## src/hrnt_pkg.sv

```systemverilog
// Shared types and codes for the hash ring node table.
package hrnt_pkg;

  // Result status codes
  localparam logic [1:0] ST_OK        = 2'd0;
  localparam logic [1:0] ST_FULL      = 2'd1;
  localparam logic [1:0] ST_NOT_READY = 2'd2;

  // Result payload source
  localparam logic [1:0] SEL_ZERO  = 2'd0;
  localparam logic [1:0] SEL_RDATA = 2'd1;
  localparam logic [1:0] SEL_FIRST = 2'd2;

  // Function codes
  localparam logic FUNC_REGISTER = 1'b0;
  localparam logic FUNC_LOOKUP   = 1'b1;

  localparam int IdW   = 64;
  localparam int PortW = 16;
  localparam int CapW  = 5;

  localparam logic [CapW-1:0] CAP_RESET = 5'd16;

  // Controller to datapath commands
  typedef struct packed {
    logic       load;
    logic       clr_k;
    logic       inc_k;
    logic       dec_k;
    logic       set_k_count;
    logic       set_pos_k;
    logic       set_pos_count;
    logic       rd_k;
    logic       rd_km1;
    logic       wr_shift;
    logic       wr_ins;
    logic       cap_first;
    logic       set_res;
    logic [1:0] res_status;
    logic [1:0] res_sel;
    logic       out_load;
  } cmd_t;

  // Datapath to controller status
  typedef struct packed {
    logic func;
    logic full;
    logic not_ready;
    logic empty;
    logic eq;
    logic gt;
    logic k_zero;
    logic k_last;
    logic k_gt_pos;
    logic out_free;
  } stat_t;

endpackage

```

## src/hash_ring_node_table.sv

```systemverilog
// Top level of the consistent-hash ring node table.
//
//  channel | handshake                  | payload
//  --------+----------------------------+------------------------------------------
//  in      | in_valid_i / in_stall_o    | func_i, node_id_i, node_port_i, key_hash_i
//  out     | out_valid_o / out_stall_i  | status_o, owner_id_o, owner_port_o, owner_slot_o
//  cfg     | cfg_valid_i / cfg_ready_o  | cfg_data_i (node capacity)
//
// One item at a time; each entry scanned is read, then compared. A lookup scans
// from slot zero up to the first ID above its key; a register scans to its insert
// position, then shifts each later entry up by one (read, write) before the insert;
// a refused item goes straight to its result.
// Reset empties the table at once (count cleared) and sets capacity to 16. A stalled
// result holds in the output register; the next item's result waits until it frees.
module hash_ring_node_table #(
  parameter int MAX_NODES = 16
) (
  input  logic                       clk_i,
  input  logic                       rst_ni,
  input  logic                       in_valid_i,
  output logic                       in_stall_o,
  input  logic                       func_i,
  input  logic [hrnt_pkg::IdW-1:0]   node_id_i,
  input  logic [hrnt_pkg::PortW-1:0] node_port_i,
  input  logic [hrnt_pkg::IdW-1:0]   key_hash_i,
  output logic                       out_valid_o,
  input  logic                       out_stall_i,
  output logic [1:0]                 status_o,
  output logic [hrnt_pkg::IdW-1:0]   owner_id_o,
  output logic [hrnt_pkg::PortW-1:0] owner_port_o,
  output logic [3:0]                 owner_slot_o,
  input  logic                       cfg_valid_i,
  output logic                       cfg_ready_o,
  input  logic [hrnt_pkg::CapW-1:0]  cfg_data_i
);

  hrnt_pkg::cmd_t  cmd;
  hrnt_pkg::stat_t stat;

  assign cfg_ready_o = 1'b1;

  hrnt_ctrl u_ctrl (
    .clk_i      (clk_i),
    .rst_ni     (rst_ni),
    .in_valid_i (in_valid_i),
    .in_stall_o (in_stall_o),
    .stat_i     (stat),
    .cmd_o      (cmd)
  );

  hrnt_datapath #(
    .MAX_NODES (MAX_NODES)
  ) u_datapath (
    .clk_i        (clk_i),
    .rst_ni       (rst_ni),
    .func_i       (func_i),
    .node_id_i    (node_id_i),
    .node_port_i  (node_port_i),
    .key_hash_i   (key_hash_i),
    .cfg_valid_i  (cfg_valid_i),
    .cfg_data_i   (cfg_data_i),
    .out_stall_i  (out_stall_i),
    .out_valid_o  (out_valid_o),
    .status_o     (status_o),
    .owner_id_o   (owner_id_o),
    .owner_port_o (owner_port_o),
    .owner_slot_o (owner_slot_o),
    .cmd_i        (cmd),
    .stat_o       (stat)
  );

endmodule

```

## src/hrnt_ctrl.sv

```systemverilog
// Sequencer for registration and lookup over the sorted node table.
module hrnt_ctrl (
  input  logic           clk_i,
  input  logic           rst_ni,
  input  logic           in_valid_i,
  output logic           in_stall_o,
  input  hrnt_pkg::stat_t stat_i,
  output hrnt_pkg::cmd_t  cmd_o
);

  localparam logic [2:0] S_IDLE = 3'd0;
  localparam logic [2:0] S_DEC  = 3'd1;
  localparam logic [2:0] S_RD   = 3'd2;
  localparam logic [2:0] S_CMP  = 3'd3;
  localparam logic [2:0] S_SHRD = 3'd4;
  localparam logic [2:0] S_SHWR = 3'd5;
  localparam logic [2:0] S_INS  = 3'd6;
  localparam logic [2:0] S_DONE = 3'd7;

  logic [2:0] state_q, state_d;

  assign in_stall_o = (state_q != S_IDLE);

  // Next state and commands
  always_comb begin
    state_d = state_q;
    cmd_o   = '0;
    case (state_q)
      S_IDLE: begin
        if (in_valid_i) begin
          cmd_o.load = 1'b1;
          state_d    = S_DEC;
        end
      end
      S_DEC: begin
        if (stat_i.func == hrnt_pkg::FUNC_REGISTER) begin
          if (stat_i.full) begin
            cmd_o.set_res    = 1'b1;
            cmd_o.res_status = hrnt_pkg::ST_FULL;
            cmd_o.res_sel    = hrnt_pkg::SEL_ZERO;
            state_d          = S_DONE;
          end else if (stat_i.empty) begin
            // empty table: insert straight into slot zero
            cmd_o.set_pos_count = 1'b1;
            cmd_o.set_k_count   = 1'b1;
            state_d             = S_SHRD;
          end else begin
            cmd_o.clr_k = 1'b1;
            state_d     = S_RD;
          end
        end else begin
          if (stat_i.not_ready) begin
            cmd_o.set_res    = 1'b1;
            cmd_o.res_status = hrnt_pkg::ST_NOT_READY;
            cmd_o.res_sel    = hrnt_pkg::SEL_ZERO;
            state_d          = S_DONE;
          end else begin
            cmd_o.clr_k = 1'b1;
            state_d     = S_RD;
          end
        end
      end
      S_RD: begin
        cmd_o.rd_k = 1'b1;
        state_d    = S_CMP;
      end
      S_CMP: begin
        cmd_o.cap_first = stat_i.k_zero;
        if (stat_i.func == hrnt_pkg::FUNC_REGISTER) begin
          if (stat_i.eq) begin
            // duplicate ID: success, table unchanged
            cmd_o.set_res    = 1'b1;
            cmd_o.res_status = hrnt_pkg::ST_OK;
            cmd_o.res_sel    = hrnt_pkg::SEL_ZERO;
            state_d          = S_DONE;
          end else if (stat_i.gt) begin
            cmd_o.set_pos_k   = 1'b1;
            cmd_o.set_k_count = 1'b1;
            state_d           = S_SHRD;
          end else if (stat_i.k_last) begin
            cmd_o.set_pos_count = 1'b1;
            cmd_o.set_k_count   = 1'b1;
            state_d             = S_SHRD;
          end else begin
            cmd_o.inc_k = 1'b1;
            state_d     = S_RD;
          end
        end else begin
          if (stat_i.gt) begin
            cmd_o.set_res    = 1'b1;
            cmd_o.res_status = hrnt_pkg::ST_OK;
            cmd_o.res_sel    = hrnt_pkg::SEL_RDATA;
            state_d          = S_DONE;
          end else if (stat_i.k_last) begin
            // wrap round to the lowest node
            cmd_o.set_res    = 1'b1;
            cmd_o.res_status = hrnt_pkg::ST_OK;
            cmd_o.res_sel    = hrnt_pkg::SEL_FIRST;
            state_d          = S_DONE;
          end else begin
            cmd_o.inc_k = 1'b1;
            state_d     = S_RD;
          end
        end
      end
      S_SHRD: begin
        if (stat_i.k_gt_pos) begin
          cmd_o.rd_km1 = 1'b1;
          state_d      = S_SHWR;
        end else begin
          state_d = S_INS;
        end
      end
      S_SHWR: begin
        cmd_o.wr_shift = 1'b1;
        cmd_o.dec_k    = 1'b1;
        state_d        = S_SHRD;
      end
      S_INS: begin
        cmd_o.wr_ins     = 1'b1;
        cmd_o.set_res    = 1'b1;
        cmd_o.res_status = hrnt_pkg::ST_OK;
        cmd_o.res_sel    = hrnt_pkg::SEL_ZERO;
        state_d          = S_DONE;
      end
      S_DONE: begin
        if (stat_i.out_free) begin
          cmd_o.out_load = 1'b1;
          state_d        = S_IDLE;
        end
      end
      default: state_d = S_IDLE;
    endcase
  end

  // State register
  always_ff @(posedge clk_i or negedge rst_ni) begin
    if (!rst_ni) begin
      state_q <= S_IDLE;
    end else begin
      state_q <= state_d;
    end
  end

endmodule

```

## src/hrnt_datapath.sv

```systemverilog
// Node table memory, scan index, item and result registers.
module hrnt_datapath #(
  parameter int MAX_NODES = 16
) (
  input  logic                            clk_i,
  input  logic                            rst_ni,
  input  logic                            func_i,
  input  logic [hrnt_pkg::IdW-1:0]        node_id_i,
  input  logic [hrnt_pkg::PortW-1:0]      node_port_i,
  input  logic [hrnt_pkg::IdW-1:0]        key_hash_i,
  input  logic                            cfg_valid_i,
  input  logic [hrnt_pkg::CapW-1:0]       cfg_data_i,
  input  logic                            out_stall_i,
  output logic                            out_valid_o,
  output logic [1:0]                      status_o,
  output logic [hrnt_pkg::IdW-1:0]        owner_id_o,
  output logic [hrnt_pkg::PortW-1:0]      owner_port_o,
  output logic [3:0]                      owner_slot_o,
  input  hrnt_pkg::cmd_t                  cmd_i,
  output hrnt_pkg::stat_t                 stat_o
);

  localparam int AW = (MAX_NODES > 1) ? $clog2(MAX_NODES) : 1;
  localparam int CW = $clog2(MAX_NODES + 1);
  localparam int EW = (CW > hrnt_pkg::CapW) ? CW : hrnt_pkg::CapW;
  localparam int DW = hrnt_pkg::IdW + hrnt_pkg::PortW;

  // Item, config and control registers
  logic                       func_q;
  logic [hrnt_pkg::IdW-1:0]   id_q, key_q;
  logic [hrnt_pkg::PortW-1:0] port_q;
  logic [hrnt_pkg::CapW-1:0]  cap_q;
  logic [CW-1:0]              count_q, k_q, pos_q;
  logic [hrnt_pkg::IdW-1:0]   first_id_q;
  logic [hrnt_pkg::PortW-1:0] first_port_q;
  logic [1:0]                 res_status_q, res_sel_q;
  logic                       out_valid_q;
  logic [1:0]                 status_q;
  logic [hrnt_pkg::IdW-1:0]   owner_id_q;
  logic [hrnt_pkg::PortW-1:0] owner_port_q;
  logic [3:0]                 owner_slot_q;

  // Table memory
  logic [DW-1:0] mem_q [MAX_NODES];
  logic [DW-1:0] rdata_q;
  logic          we, re;
  logic [AW-1:0] waddr, raddr;
  logic [DW-1:0] wdata;
  logic [CW-1:0] k_m1;

  logic [hrnt_pkg::IdW-1:0]   rid;
  logic [hrnt_pkg::PortW-1:0] rport;
  logic [hrnt_pkg::IdW-1:0]   cmp_val;
  logic [EW-1:0]              cnt_x, cap_x, k_x;

  assign rid     = rdata_q[DW-1:hrnt_pkg::PortW];
  assign rport   = rdata_q[hrnt_pkg::PortW-1:0];
  assign cmp_val = (func_q == hrnt_pkg::FUNC_LOOKUP) ? key_q : id_q;
  assign k_m1    = k_q - CW'(1);
  assign cnt_x   = EW'(count_q);
  assign cap_x   = EW'(cap_q);
  assign k_x     = EW'(k_q);

  assign we    = cmd_i.wr_shift | cmd_i.wr_ins;
  assign re    = cmd_i.rd_k | cmd_i.rd_km1;
  assign waddr = cmd_i.wr_ins ? pos_q[AW-1:0] : k_q[AW-1:0];
  assign wdata = cmd_i.wr_ins ? {id_q, port_q} : rdata_q;
  assign raddr = cmd_i.rd_km1 ? k_m1[AW-1:0] : k_q[AW-1:0];

  always_ff @(posedge clk_i) begin
    if (we) begin
      mem_q[waddr] <= wdata;
    end
    if (re) begin
      rdata_q <= mem_q[raddr];
    end
  end

  // Status to the controller
  always_comb begin
    stat_o.func      = func_q;
    stat_o.full      = (cnt_x == cap_x) || (count_q >= CW'(MAX_NODES));
    stat_o.not_ready = (cnt_x < cap_x) || (count_q == '0);
    stat_o.empty     = (count_q == '0);
    stat_o.eq        = (rid == cmp_val);
    stat_o.gt        = (rid > cmp_val);
    stat_o.k_zero    = (k_q == '0);
    stat_o.k_last    = ((k_q + CW'(1)) == count_q);
    stat_o.k_gt_pos  = (k_q > pos_q);
    stat_o.out_free  = !out_valid_q || !out_stall_i;
  end

  // Item capture and scan bookkeeping
  always_ff @(posedge clk_i) begin
    if (cmd_i.load) begin
      func_q <= func_i;
      id_q   <= node_id_i;
      port_q <= node_port_i;
      key_q  <= key_hash_i;
    end
    if (cmd_i.cap_first) begin
      first_id_q   <= rid;
      first_port_q <= rport;
    end
    if (cmd_i.set_pos_k) begin
      pos_q <= k_q;
    end else if (cmd_i.set_pos_count) begin
      pos_q <= count_q;
    end
    if (cmd_i.clr_k) begin
      k_q <= '0;
    end else if (cmd_i.set_k_count) begin
      k_q <= count_q;
    end else if (cmd_i.inc_k) begin
      k_q <= k_q + CW'(1);
    end else if (cmd_i.dec_k) begin
      k_q <= k_m1;
    end
    if (cmd_i.set_res) begin
      res_status_q <= cmd_i.res_status;
      res_sel_q    <= cmd_i.res_sel;
    end
  end

  // Node count and capacity
  always_ff @(posedge clk_i or negedge rst_ni) begin
    if (!rst_ni) begin
      count_q <= '0;
      cap_q   <= hrnt_pkg::CAP_RESET;
    end else begin
      if (cmd_i.wr_ins) begin
        count_q <= count_q + CW'(1);
      end
      if (cfg_valid_i) begin
        cap_q <= cfg_data_i;
      end
    end
  end

  // Output register
  always_ff @(posedge clk_i or negedge rst_ni) begin
    if (!rst_ni) begin
      out_valid_q <= 1'b0;
    end else if (cmd_i.out_load) begin
      out_valid_q <= 1'b1;
    end else if (!out_stall_i) begin
      out_valid_q <= 1'b0;
    end
  end

  always_ff @(posedge clk_i) begin
    if (cmd_i.out_load) begin
      status_q <= res_status_q;
      case (res_sel_q)
        hrnt_pkg::SEL_RDATA: begin
          owner_id_q   <= rid;
          owner_port_q <= rport;
          owner_slot_q <= k_x[3:0];
        end
        hrnt_pkg::SEL_FIRST: begin
          owner_id_q   <= first_id_q;
          owner_port_q <= first_port_q;
          owner_slot_q <= '0;
        end
        default: begin
          owner_id_q   <= '0;
          owner_port_q <= '0;
          owner_slot_q <= '0;
        end
      endcase
    end
  end

  assign out_valid_o  = out_valid_q;
  assign status_o     = status_q;
  assign owner_id_o   = owner_id_q;
  assign owner_port_o = owner_port_q;
  assign owner_slot_o = owner_slot_q;

endmodule

```

## config.mk

```make
export PLATFORM = sky130hd
export DESIGN_NAME = hash_ring_node_table
export DESIGN_NICKNAME = d
export VERILOG_FILES = /design/src/hrnt_pkg.sv /design/src/hash_ring_node_table.sv /design/src/hrnt_ctrl.sv /design/src/hrnt_datapath.sv
export SDC_FILE = /design/constraint.sdc
export NUM_CORES = 2
export LEC_CHECK = 0
export BUFFER_PORTS_ARGS = -buffer_cell sky130_fd_sc_hd__buf_2
export CORE_UTILIZATION = 64
export CTS_BUF_LIST = sky130_fd_sc_hd__clkbuf_8
export DETAILED_ROUTE_END_ITERATION = 8
export GPL_TIMING_DRIVEN = 0
export PLACE_DENSITY_LB_ADDON = 0.08
export SLEW_MARGIN = 20
export SYNTH_ARGS = -nofsm -noshare
export SYNTH_HDL_FRONTEND = slang
export SYNTH_SLANG_ARGS = --single-unit
```

## constraint.sdc

```tcl
create_clock -name clk_i -period 6.3 [get_ports clk_i]
set_input_delay 0.315 -clock clk_i [delete_from_list [all_inputs] [get_ports clk_i]]
set_output_delay 0.315 -clock clk_i [all_outputs]
set_load 0.005 [all_outputs]
```

==> impl_metrics.yaml <==
yosys:
  synth_top_area_cell: "edfxtp_1"
  synthFlopType: "edfxtp_1"
  synth_edf_count: 1680
  yosysSeqAreaShare: 0.7076
  synthDistinctLibCells: 72
  synth_top_area_frac: 0.7014
  syn_inst: 4767
  ys_seq_elements: 1699
  synth_area_mm2: 0.07193
  synth_area_per_cell_um2: 15.09
  syn_nets: 5003
  postSynth.asyncResetShare: 0.008240
  ys_top_cells_by_count: "edfxtp_1, nand2_1, mux2i_1, clkbuf_1, a21oi_1"
  synthTopCellsByArea: "edfxtp_1, mux2i_1, mux4_2, nand2_1, a21oi_1"
  yosysWarningCount: 0
  yosysMostFrequentCell: "edfxtp_1"
place:
  portBuffers: 241
  post-dp-hpwl_um: 158000
  dp_slack_ps: -19.99
  place.gp.congestion: 0.9368
drt:
  wl_um: 232100
  drc: 0
  drt_iter0_drc: 8032
  route.vias.total: 50462
  dr.pass1.iters: 8
  drtAntennaViolNets: 0
  routed_via_density: 6.957
  wire_per_inst_um: 32.00
clock_tree:
  cts_buffer_depth: 4
  clk_latency_ps: 1000
  htreeDepth: 5
  numCtsBuffers: 286
  clock-root-buffer: "clkbuf_8"
  cts.sinks: 1699
  cts_tree: "done"
  post-cts-setup-buffers: 0
  cts.clk_slew.worst_paths_ps: 70
grt:
  grt_max_degree: 57
  grt_pass1_vias: 49835
  grtUsageTotal: 0.4079
  grt_overflow: 0
  grt_pass1_wl_um: 328400
  antenna_found_initial: 12
timing:
  max_freq_mhz: 159.4
  relSlewSlack: 0.1572
  grt_setup_unrepaired: "false"
  setup_ws_ps: 27.36
  hold_violations: 0
  tightest_slew_ps: 1264
  finalCritPeriodShare: 0.9957
  finalSetupViolCount: 0
  drv_slew: 0
  whs_ps: 53.43
  skew_ps: 59.31
  fin_crit_ps: 6273
outcome:
  status: "completed"
worst_setup_path:
  crit_path_max_fanout: 10
  worstPathRequired_ps: 7010
  crit_path_start_kind: "flop"
  path_class: "flop to flop"
  worstPathArrival_ps: 6980
  r2r_slack_ps: 30
  cp-end-kind: "flop"
floorplanning:
  initial_core_util: 0.6482
  coreArea_mm2: 0.1110
  row_count: 122
  die_w_um: 337.2
  pin_count: 244
  die_y_um: 337.2
  dieArea_mm2: 0.1137
power:
  ir_drop_mv: 0.3673
  power.density_mw_per_mm2: 523.9
  internal_power_uw: 25650
  finalPower_uw: 43890
  p_leak_uw: 0.02879
  p_comb_frac: 0.419
  clockPowerShare: 0.196
  p_switching_uw: 18240
  swShare: 0.4156
  seqPwrFrac: 0.386
flow_run:
  drv_cap: 0
worst_hold_path:
  hold_class: "input pin to flop"
finish:
  fillers: 6632
  final_nets: 5805
  layout-drive-gt1-share: 0.1466
  area_delta_synth_final_pct: 16.46
-- metrics by stage --
step / cell area [um^2] / setup TNS [ps] / util / cells
6_report: 83770 / 0 / 0.7548 / 7253
5_1_grt: 83750 / 0 / 0.7546 / 7244
4_1_cts: 83690 / 0 / 0.7541 / 7239
3_5_place_dp: 77030 / -23.07 / 0.6941 / 6579
3_3_place_gp: 75000 / -5537360 / 0.6758 / 6496
2_1_floorplan: 71930 / 0 / - / 4767
-- routing by layer --
metal  vias to the layer above  wire [um]  global-route usage
met5                         -         72                   0
met4                        10      13930              0.2353
met3                       824      36240              0.1537
met2                      4193     100400              0.5903
met1                     24600      81480              0.5309
li1                      20835          -                   -
-- registers in the layout (all words and copies together) (netlist names) --
| signal | cells |
|---|---|
| u_datapath.out_valid_o | 1 |
| u_datapath.first_id_q | 64 |
| u_datapath.res_status_q | 2 |
| u_datapath.pos_q | 5 |
| u_datapath.rdata_q | 80 |
| u_datapath.owner_slot_o | 4 |
| u_datapath.status_o | 2 |
| u_datapath.owner_port_o | 16 |
| u_datapath.port_q | 16 |
| u_datapath.k_q | 5 |
| u_datapath.cap_q | 5 |
| u_datapath.id_q | 64 |
| u_datapath.key_q | 64 |
| u_datapath.res_sel_q | 2 |
| u_datapath.owner_id_o | 64 |
| u_datapath.func_q | 1 |
| u_datapath.cnt_x | 5 |
| u_datapath.mem_q | 1280 |
| u_ctrl.state_q | 3 |
| u_datapath.first_port_q | 16 |
-- power groups by stage --
stage | registers (uW) | logic [uW] | clock network (uW)
global route | 17000 | 19000 | 9070
CTS | 16900 | 17600 | 8570
global placement | 17400 | 16500 | 0
floorplan | 16900 | 10200 | 0
detailed placement | 17100 | 17400 | 0
finish | 16900 | 18400 | 8590
-- cell type report --
class,count,area [um^2],area share
Multi-Input combinational cell,2675,19670,0.2348
Clock buffer,289,3978,0.04748
Tap cell,1488,1862,0.02223
Timing Repair Buffer,514,4946,0.05904
Buffer,369,1503,0.01794
Clock inverter,182,784.5,0.009365
Sequential cell,1699,50900,0.6076
Inverter,24,90.09,0.001075
Antenna cell,13,32.53,0.0003883
-- final timing paths --
| check | depth (start not counted) | endpoint | start |
|---|---|---|---|
| max in group asynchronous | 4 | u_datapath.cnt_x[1] | rst_ni |
| min | 2 | u_datapath.port_q[12] | node_port_i[12] |
| min reg2reg | 0 | u_datapath.status_o[1] | u_datapath.res_status_q[1] |
| max | 14 | u_datapath.rdata_q[15] | u_datapath.k_q[0] |
| min in group asynchronous | 3 | u_datapath.cap_q[4] | rst_ni |
| max reg2reg | 14 | u_datapath.rdata_q[15] | u_datapath.k_q[0] |
-- logic make-up after synthesis --
group,Yosys count,synth area share
compound gates,1145,0.1119
xor+xnor,16,0.002314
fa+ha+maj,81,0.01409
buf+inv,393,0.02181
flops,1699,0.7076
mux,470,0.07976
other cells,1,0.00005213
simple gates,962,0.06243
-- repair_timing --
action | in CTS | in global routing
endpoints found under the setup margin | 4 | 17
resized for setup | 1 | 7
hold buffers | 189 | 0
endpoints found under the hold margin | 198 | 0
pin swaps | 0 | 0
-- worst max-delay path, cell delays in order, from the launching register on --
cell and delay [ps]:
dfxtp_1 350, buf_2 350, clkinv_1 460, ha_1 430
and3_1 150, nand3_1 90, o21a_1 130, o2111ai_1 310
buf_2 540, nor3b_1 210, nor2_1 970, buf_2 680
clkbuf_1 690, a31oi_1 210, a21oi_1 440
-- layout by cell type, fill, tap and decap left out, types with 81 or more instances in the layout --
master,instances
a21oi_1,244
edfxtp_1,1680
dlygate4sd3_1,189
nor3_1,89
clkbuf_8,289
nor2b_1,191
o22ai_1,159
inv_1,95
a31oi_1,111
clkbuf_1,272
mux2i_1,382
a22oi_1,82
mux4_2,81
a221oi_1,81
buf_2,292
a2111oi_0,132
nand2_1,397
nor2_1,130
ha_1,81
a211oi_1,109
Note: power is estimated with default switching activity, not from simulation.
